==> src/hw/rtl/nfc_rdf_pkg.sv <==
// ----------------------------------------------------------------------------
// NFC response frame deframer package
// Types, result codes and frame byte constants shared by the deframer.
// ----------------------------------------------------------------------------
`default_nettype none

package nfc_rdf_pkg;

    localparam logic [7:0] BYTE_PRE   = 8'h00;
    localparam logic [7:0] BYTE_START = 8'hff;
    localparam logic [7:0] BYTE_TFI   = 8'hd5;

    localparam logic [7:0] COPY_LIMIT_RESET = 8'd254;

    localparam logic [1:0] KIND_BODY  = 2'd0;
    localparam logic [1:0] KIND_DONE  = 2'd1;
    localparam logic [1:0] KIND_ERROR = 2'd2;

    localparam logic [2:0] ERR_NONE     = 3'd0;
    localparam logic [2:0] ERR_PREAMBLE = 3'd1;
    localparam logic [2:0] ERR_LEN_LCS  = 3'd2;
    localparam logic [2:0] ERR_ACK_POST = 3'd3;
    localparam logic [2:0] ERR_TFI      = 3'd4;
    localparam logic [2:0] ERR_CHECKSUM = 3'd5;
    localparam logic [2:0] ERR_POST     = 3'd6;
    localparam logic [2:0] ERR_TIMEOUT  = 3'd7;

    typedef struct packed {
        logic       timed_out;
        logic [7:0] rx_data;
    } item_t;

    typedef struct packed {
        logic [1:0] kind;
        logic [2:0] error_code;
        logic [7:0] body_length;
        logic [7:0] byte_index;
        logic [7:0] body_byte;
    } result_t;

endpackage

`default_nettype wire

==> src/hw/rtl/nfc_rdf_in_stage.sv <==
// ----------------------------------------------------------------------------
// NFC deframer input stage
// Registers one received word and holds it until the parser takes it.
// ----------------------------------------------------------------------------
`default_nettype none

module nfc_rdf_in_stage
    import nfc_rdf_pkg::*;
(
    input  wire logic  aclk,
    input  wire logic  aresetn,
    input  wire logic  in_valid,
    output logic       in_ready,
    input  wire item_t in_item,
    output logic       item_valid,
    output item_t      item,
    input  wire logic  item_take
);

    logic  valid_reg;
    logic  valid_next;
    item_t item_reg;

    assign in_ready   = !valid_reg || item_take;
    assign valid_next = (in_valid && in_ready) || (valid_reg && !item_take);

    always_ff @(posedge aclk) begin
        if (!aresetn) begin
            valid_reg <= 1'b0;
        end else begin
            valid_reg <= valid_next;
        end
    end

    always_ff @(posedge aclk) begin
        if (in_valid && in_ready) begin
            item_reg <= in_item;
        end
    end

    assign item_valid = valid_reg;
    assign item       = item_reg;

endmodule

`default_nettype wire

==> src/hw/rtl/nfc_rdf_parser.sv <==
// ----------------------------------------------------------------------------
// NFC deframer frame parser
// Frame state machine with length, checksum and body position tracking.
// ----------------------------------------------------------------------------
`default_nettype none

module nfc_rdf_parser
    import nfc_rdf_pkg::*;
(
    input  wire logic       aclk,
    input  wire logic       aresetn,
    input  wire logic       fire,
    input  wire item_t      item,
    input  wire logic [7:0] copy_limit,
    output logic            res_valid,
    output result_t         res
);

    localparam logic [3:0] PH_PRE0    = 4'd0;
    localparam logic [3:0] PH_PRE1    = 4'd1;
    localparam logic [3:0] PH_START   = 4'd2;
    localparam logic [3:0] PH_LEN     = 4'd3;
    localparam logic [3:0] PH_LCS     = 4'd4;
    localparam logic [3:0] PH_ACKPOST = 4'd5;
    localparam logic [3:0] PH_TFI     = 4'd6;
    localparam logic [3:0] PH_BODY    = 4'd7;
    localparam logic [3:0] PH_DCS     = 4'd8;
    localparam logic [3:0] PH_POST    = 4'd9;

    logic [3:0] phase_reg;
    logic [3:0] phase_next;
    logic [7:0] frame_len_reg;
    logic [7:0] frame_len_next;
    logic [7:0] body_count_reg;
    logic [7:0] body_count_next;
    logic [7:0] running_sum_reg;
    logic [7:0] running_sum_next;

    logic [7:0] rx;
    logic [7:0] lcs_sum;
    logic [7:0] dcs_sum;
    logic [7:0] body_sum;
    logic [7:0] count_inc;
    logic [7:0] len_m1;
    logic       fail;
    logic [2:0] fail_code;

    assign rx        = item.rx_data;
    assign lcs_sum   = frame_len_reg + rx;
    assign dcs_sum   = running_sum_reg + rx;
    assign body_sum  = running_sum_reg + rx;
    assign count_inc = body_count_reg + 8'd1;
    assign len_m1    = frame_len_reg - 8'd1;

    always_comb begin
        phase_next       = phase_reg;
        frame_len_next   = frame_len_reg;
        body_count_next  = body_count_reg;
        running_sum_next = running_sum_reg;
        fail             = 1'b0;
        fail_code        = ERR_NONE;
        res_valid        = 1'b0;
        res              = '0;

        if (item.timed_out) begin
            fail      = 1'b1;
            fail_code = ERR_TIMEOUT;
        end else begin
            unique case (phase_reg)
                PH_PRE0: begin
                    if (rx != BYTE_PRE) begin
                        fail      = 1'b1;
                        fail_code = ERR_PREAMBLE;
                    end else begin
                        phase_next = PH_PRE1;
                    end
                end
                PH_PRE1: begin
                    if (rx != BYTE_PRE) begin
                        fail      = 1'b1;
                        fail_code = ERR_PREAMBLE;
                    end else begin
                        phase_next = PH_START;
                    end
                end
                PH_START: begin
                    if (rx != BYTE_START) begin
                        fail      = 1'b1;
                        fail_code = ERR_PREAMBLE;
                    end else begin
                        phase_next = PH_LEN;
                    end
                end
                PH_LEN: begin
                    frame_len_next = rx;
                    phase_next     = PH_LCS;
                end
                PH_LCS: begin
                    if (lcs_sum != 8'd0) begin
                        fail      = 1'b1;
                        fail_code = ERR_LEN_LCS;
                    end else if (frame_len_reg == 8'd0) begin
                        phase_next = PH_ACKPOST;
                    end else begin
                        phase_next = PH_TFI;
                    end
                end
                PH_ACKPOST: begin
                    if (rx != BYTE_PRE) begin
                        fail      = 1'b1;
                        fail_code = ERR_ACK_POST;
                    end else begin
                        phase_next       = PH_PRE0;
                        frame_len_next   = 8'd0;
                        body_count_next  = 8'd0;
                        running_sum_next = 8'd0;
                    end
                end
                PH_TFI: begin
                    if (rx != BYTE_TFI) begin
                        fail      = 1'b1;
                        fail_code = ERR_TFI;
                    end else begin
                        running_sum_next = rx;
                        body_count_next  = 8'd0;
                        phase_next       = (frame_len_reg == 8'd1) ? PH_DCS : PH_BODY;
                    end
                end
                PH_BODY: begin
                    running_sum_next = body_sum;
                    body_count_next  = count_inc;
                    if (count_inc >= len_m1) begin
                        phase_next = PH_DCS;
                    end
                    if (body_count_reg < copy_limit) begin
                        res_valid      = 1'b1;
                        res.kind       = KIND_BODY;
                        res.body_byte  = rx;
                        res.byte_index = body_count_reg;
                    end
                end
                PH_DCS: begin
                    if (dcs_sum != 8'd0) begin
                        fail      = 1'b1;
                        fail_code = ERR_CHECKSUM;
                    end else begin
                        phase_next = PH_POST;
                    end
                end
                PH_POST: begin
                    if (rx != BYTE_PRE) begin
                        fail      = 1'b1;
                        fail_code = ERR_POST;
                    end else begin
                        phase_next       = PH_PRE0;
                        frame_len_next   = 8'd0;
                        body_count_next  = 8'd0;
                        running_sum_next = 8'd0;
                        res_valid        = 1'b1;
                        res.kind         = KIND_DONE;
                        res.body_length  = len_m1;
                    end
                end
                default: begin
                    phase_next       = PH_PRE0;
                    frame_len_next   = 8'd0;
                    body_count_next  = 8'd0;
                    running_sum_next = 8'd0;
                end
            endcase
        end

        if (fail) begin
            phase_next       = PH_PRE0;
            frame_len_next   = 8'd0;
            body_count_next  = 8'd0;
            running_sum_next = 8'd0;
            res_valid        = 1'b1;
            res              = '0;
            res.kind         = KIND_ERROR;
            res.error_code   = fail_code;
        end
    end

    always_ff @(posedge aclk) begin
        if (!aresetn) begin
            phase_reg       <= PH_PRE0;
            frame_len_reg   <= 8'd0;
            body_count_reg  <= 8'd0;
            running_sum_reg <= 8'd0;
        end else if (fire) begin
            phase_reg       <= phase_next;
            frame_len_reg   <= frame_len_next;
            body_count_reg  <= body_count_next;
            running_sum_reg <= running_sum_next;
        end
    end

endmodule

`default_nettype wire

==> src/hw/rtl/nfc_rdf_out_stage.sv <==
// ----------------------------------------------------------------------------
// NFC deframer output stage
// Result register that holds a result until the downstream side takes it.
// ----------------------------------------------------------------------------
`default_nettype none

module nfc_rdf_out_stage
    import nfc_rdf_pkg::*;
(
    input  wire logic    aclk,
    input  wire logic    aresetn,
    output logic         space,
    input  wire logic    load,
    input  wire result_t load_res,
    output logic         out_valid,
    input  wire logic    out_ready,
    output result_t      out_res
);

    logic    valid_reg;
    logic    valid_next;
    result_t res_reg;

    assign space      = !valid_reg || out_ready;
    assign valid_next = load || (valid_reg && !out_ready);

    always_ff @(posedge aclk) begin
        if (!aresetn) begin
            valid_reg <= 1'b0;
        end else begin
            valid_reg <= valid_next;
        end
    end

    always_ff @(posedge aclk) begin
        if (load) begin
            res_reg <= load_res;
        end
    end

    assign out_valid = valid_reg;
    assign out_res   = res_reg;

endmodule

`default_nettype wire

==> src/hw/rtl/nfc_response_frame_deframer.sv <==
// ----------------------------------------------------------------------------
// NFC response frame deframer
// Parses controller response frames from received serial bytes and passes
// on body bytes, a done word or an error word.
// ----------------------------------------------------------------------------
//  Channel   Direction  Contents
//  s_axis    in         received byte, timeout flag
//  m_axis    out        body byte / frame done / frame error
//  APB       in/out     copy_limit register at addresses 0 to 3
//
//  One word is accepted per cycle; each word passes the input register, the
//  frame state machine and the result register. Reset is synchronous and
//  active low and returns the parser to the preamble hunt with copy_limit at
//  COPY_LIMIT_INIT (254 by default). A stalled result holds the input register;
//  new words wait only while both are full.
// ----------------------------------------------------------------------------
`default_nettype none

module nfc_response_frame_deframer
    import nfc_rdf_pkg::*;
#(
    parameter logic [7:0] COPY_LIMIT_INIT = COPY_LIMIT_RESET
) (
    input  wire logic        aclk,
    input  wire logic        aresetn,
    input  wire logic        s_axis_tvalid,
    output logic             s_axis_tready,
    input  wire logic [7:0]  s_axis_tdata,   // [7:0] rx_data
    input  wire logic [0:0]  s_axis_tuser,   // [0] timed_out
    output logic             m_axis_tvalid,
    input  wire logic        m_axis_tready,
    // [7:0] body_byte, [15:8] byte_index, [23:16] body_length, [26:24] error_code
    output logic [31:0]      m_axis_tdata,
    output logic [1:0]       m_axis_tuser,   // [1:0] kind
    input  wire logic        psel,
    input  wire logic        penable,
    input  wire logic        pwrite,
    input  wire logic [2:0]  paddr,
    input  wire logic [31:0] pwdata,
    output logic [31:0]      prdata,
    output logic             pready
);

    logic [7:0] copy_limit_reg;
    logic       cfg_write;

    item_t   in_item;
    item_t   item;
    logic    item_valid;
    logic    space;
    logic    fire;
    logic    res_valid;
    result_t res;
    result_t out_res;

    assign pready    = 1'b1;
    assign cfg_write = psel && penable && pwrite && pready && (paddr[2] == 1'b0);
    assign prdata    = (paddr[2] == 1'b0) ? {24'd0, copy_limit_reg} : 32'd0;

    always_ff @(posedge aclk) begin
        if (!aresetn) begin
            copy_limit_reg <= COPY_LIMIT_INIT;
        end else if (cfg_write) begin
            copy_limit_reg <= pwdata[7:0];
        end
    end

    assign in_item.rx_data   = s_axis_tdata;
    assign in_item.timed_out = s_axis_tuser[0];

    nfc_rdf_in_stage u_in (
        .aclk       (aclk),
        .aresetn    (aresetn),
        .in_valid   (s_axis_tvalid),
        .in_ready   (s_axis_tready),
        .in_item    (in_item),
        .item_valid (item_valid),
        .item       (item),
        .item_take  (space)
    );

    assign fire = item_valid && space;

    nfc_rdf_parser u_parser (
        .aclk       (aclk),
        .aresetn    (aresetn),
        .fire       (fire),
        .item       (item),
        .copy_limit (copy_limit_reg),
        .res_valid  (res_valid),
        .res        (res)
    );

    nfc_rdf_out_stage u_out (
        .aclk      (aclk),
        .aresetn   (aresetn),
        .space     (space),
        .load      (fire && res_valid),
        .load_res  (res),
        .out_valid (m_axis_tvalid),
        .out_ready (m_axis_tready),
        .out_res   (out_res)
    );

    assign m_axis_tdata = {5'd0, out_res.error_code, out_res.body_length,
                           out_res.byte_index, out_res.body_byte};
    assign m_axis_tuser = out_res.kind;

endmodule

`default_nettype wire

==> config.mk <==
export PLATFORM = sky130hd
export DESIGN_NAME = nfc_response_frame_deframer
export DESIGN_NICKNAME = d
export VERILOG_FILES = /design/src/hw/rtl/nfc_rdf_pkg.sv /design/src/hw/rtl/nfc_rdf_in_stage.sv /design/src/hw/rtl/nfc_rdf_parser.sv /design/src/hw/rtl/nfc_rdf_out_stage.sv /design/src/hw/rtl/nfc_response_frame_deframer.sv
export SDC_FILE = /design/constraint.sdc
export NUM_CORES = 1
export LEC_CHECK = 0
export ABC_AREA = 1
export BUFFER_PORTS_ARGS = -buffer_cell sky130_fd_sc_hd__clkbuf_2
export CELL_PAD_IN_SITES_DETAIL_PLACEMENT = 1
export CELL_PAD_IN_SITES_GLOBAL_PLACEMENT = 2
export CORE_MARGIN = 8
export CORE_UTILIZATION = 28
export CTS_BUF_LIST = sky130_fd_sc_hd__clkbuf_4
export CTS_CLUSTER_DIAMETER = 200
export DETAILED_ROUTE_END_ITERATION = 6
export PLACE_DENSITY = 0.82
export REMOVE_ABC_BUFFERS = 1
export SYNTH_ARGS = -nofsm -noshare
export SYNTH_HDL_FRONTEND = slang
export SYNTH_HIERARCHICAL = 1
export SYNTH_SLANG_ARGS = --single-unit
==> constraint.sdc <==
create_clock -name aclk -period 3.5 [get_ports aclk]
set_clock_uncertainty 0.1 [all_clocks]
set_input_delay 0.7 -clock aclk [delete_from_list [all_inputs] [get_ports aclk]]
set_output_delay 0.7 -clock aclk [all_outputs]
set_load 0.02 [all_outputs]
==> qor.csv <==
metric,value,unit
P&R area growth vs syn,13.2,%
end of the worst register-to-register path,u_out/out_res[18],
async set-reset flop share out of synthesis,0,
post-synth top area share,0.218,
Max clock buf depth,2,
first-pass GRT wire length,25100,um
share of layout cells above drive strength 1,0.156,
vias in the first global route,4937,
final core occ,0.320,
"critical path, cell by cell","ha_1, inv_1, fa_1, inv_1, nand2_1, nand2_1, nand3_1, nand2_1, nand3_1, nor2_1, nand2_1, nand2_1, nand2_2, nor2_8, nand2_4, nor2_2, inv_2, nor2_1",
MaxCap Viol Count,0,
io pins,120,
Hold/Removal Path Class,in -> reg,
Syn. warnings,6,
slew margin rel.,0.430,
actual slew at the worst max-slew pin,0.855,ns
top post-synthesis cells by count,"nand2_1 (157), nor2_1 (125), inv_1 (99)",
R2R Path Start,u_in/item[0],
initial antenna violation count,0,
CP max stage delay,0.48,ns
DR vias,4680,
Post-Synth Simple-Gate Area,0.345,
clk_lat worst skew,0.47,ns
Final ANT Viol Nets,0,
Final Max Tran Viols,0,
CP bufs+invs,3,
post-DP HPWL,11900,um
crit path max-delay cell type,edfxtp_1,
r2r setup slk,0.25,ns
die width,153,um
Max Fclk,308,MHz
Inst Count DP,1026,
Worst setup endpoint,u_out/out_res[18],
"Hold Vio Cnt, Final",0,
Final nets,888,
grt ovf,0,
CTS Sinks,76,
# setup viols final,0,
initial drt markers,236,
"area leader, netlist",edfxtp_1,
worst-path fanout max,10,
Peak supply drop,131,uV
GRT Resource Usage Total,0.134,
adder-cell share of the synthesized area,0.0842,
Tmin final,3.25,ns
synth unique cells,43,
cell with the most instances after synthesis,nand2_1,
Synth area leaders,"edfxtp_1 (22%), dfxtp_1 (15%), nand2_1 (11%)",
drt first pass iters,4,
Starting Density,0.282,
Levels on crit path,18,
Critical Path Start,u_in/item[0],
Diodes inserted,0,
synthesized flop and latch total,76,
hold_sp,s_axis_tdata[4],
# rows,50,
CP endpoint kind,flip-flop,
fin crit share,0.928,
Pleak,0.00302,uW
Die Area,0.0233,mm2
CTS tree,done,
"Top FF cell, synth",edfxtp_1,
critical path class,reg -> reg,
Cells after Synth,734,
Mapped Avg Cell Area,7.12,um2
total design power,2300,uW
routability cong.,0.810,
"Arr. time, crit path",3.44,ns
post-synthesis mux area share,0,
Port Buffer Count,63,
largest family of logic cells by synthesized area,simple AND/OR/NAND/NOR gates,
root buf cell,clkbuf_4,
max reg flops,29,
Synth Area in Compound Gates,0.0404,
die height,153,um
CP Launch Type,flip-flop,
CTS buffer count,9,
cell area after synthesis,0.00523,mm2
largest net degree at the start of global routing,39,
CP required,3.69,ns
status,"finished, final reports clean",
H-tree depth,3,
R2R depth,18,
unrepaired setup endpoints after global routing,false,
"Largest delay share family, worst path",simple AND/OR/NAND/NOR gates,
XOR/XNOR Fraction of Synth Area,0.0251,
DRT Wirelength,15300,um
clock transition at the registers of the reported paths,0.12,ns
drc violations,0,
Wirelength per Cell,14.7,um
"Top cell by count, worst path",nand2_1,
Via density,4.49,
core box area,0.0185,mm2
register area share after synthesis,0.364,
P per Cell Area,388,mW/mm2
Post-synth EDFFs,38,
Finished Layout Cells,1042,
==> how the worst min path moves through the flow <==
stage | to | slack, ns | depth (start not counted)
floorplan | copy_limit_reg[1] | 0.35 | 2
global placement | copy_limit_reg[1] | 0.37 | 2
detailed placement | copy_limit_reg[1] | 0.37 | 2
CTS | u_in/item[4] | 0.28 | 1
global route | u_in/item[1] | 0.29 | 1
finish | u_in/item[4] | 0.31 | 1
==> layer usage <==
layer | wire length [um] | GRT usage | up-vias | share of wire
met3 | 660 | 0.0252 | 14 | 0.043
met5 | 0 | 0 | - | 0
met2 | 7250 | 0.230 | 85 | 0.47
met4 | 227 | 0.0452 | 0 | 0.015
met1 | 7140 | 0.165 | 2182 | 0.47
li1 | - | - | 2399 | -
==> layout by cell type, fill, tap and decap left out, drive strengths merged <==
cell      synthesis  layout
nand2           167     167
nor2            131     131
inv             107     107
nand3            80      80
clkbuf           10      74
dfxtp            38      38
edfxtp           38      38
ha               32      32
conb              2      30
nor3             21      21
a21oi            20      20
buf              38      15
xor2             11      11
nand4             7       7
o21ai             6       6
clkinv            3       5
or2               5       5
xnor2             4       4
bufinv            0       2
a211oi            2       2
o22ai             2       2
fa                2       2
clkinvlp          0       1
nand3b            1       1
a31oi             1       1
nor4              1       1
a21boi            1       1
o211ai            1       1
a21o              1       1
o2111ai           1       1
o311ai            1       1
==> final cells by class <==
class	count	area, um2
inverter	110	414
timing repair buffer	78	440
sequential	76	1900
tap	234	293
multi-input combinational	528	2710
clock inverter	5	77.6
fill	2366	12600
clock buffer	11	82.6
==> per-stage QoR <==
| stage | worst slack [ns] | setup TNS [ns] | instance area [um2] | hold WS (ns) |
|---|---|---|---|---|
| global placement | 0.311 | 0 | 5760 | 0.370 |
| detailed placement | 0.203 | 0 | 5760 | 0.373 |
| finish | 0.251 | 0 | 5920 | 0.311 |
| global route | 0.0153 | 0 | 5920 | 0.292 |
| floorplan | -0.0887 | -2.64 | 5010 | 0.351 |
| CTS | 0.158 | 0 | 5920 | 0.278 |
==> cells by family after synthesis <==
family | Yosys count
buf+inv | 158
flops | 76
compound gates | 36
fa+ha+maj | 34
simple gates | 413
other cells | 2
xor+xnor | 15
==> report_power, final <==
group	leakage, uW	switching, uW	internal, uW
Combinational	0.00225	413	208
Clock	0.0000868	335	303
Sequential	0.000688	53.3	986
==> what timing repair did <==
action / in CTS / in global routing
endpoints found under the setup margin: 0 / 8
resized for setup: 0 / 1
endpoints found under the hold margin: 0 / 0
setup buffers: 0 / 0
hold buffers: 0 / 0
Power figures use the tool's default switching activity.
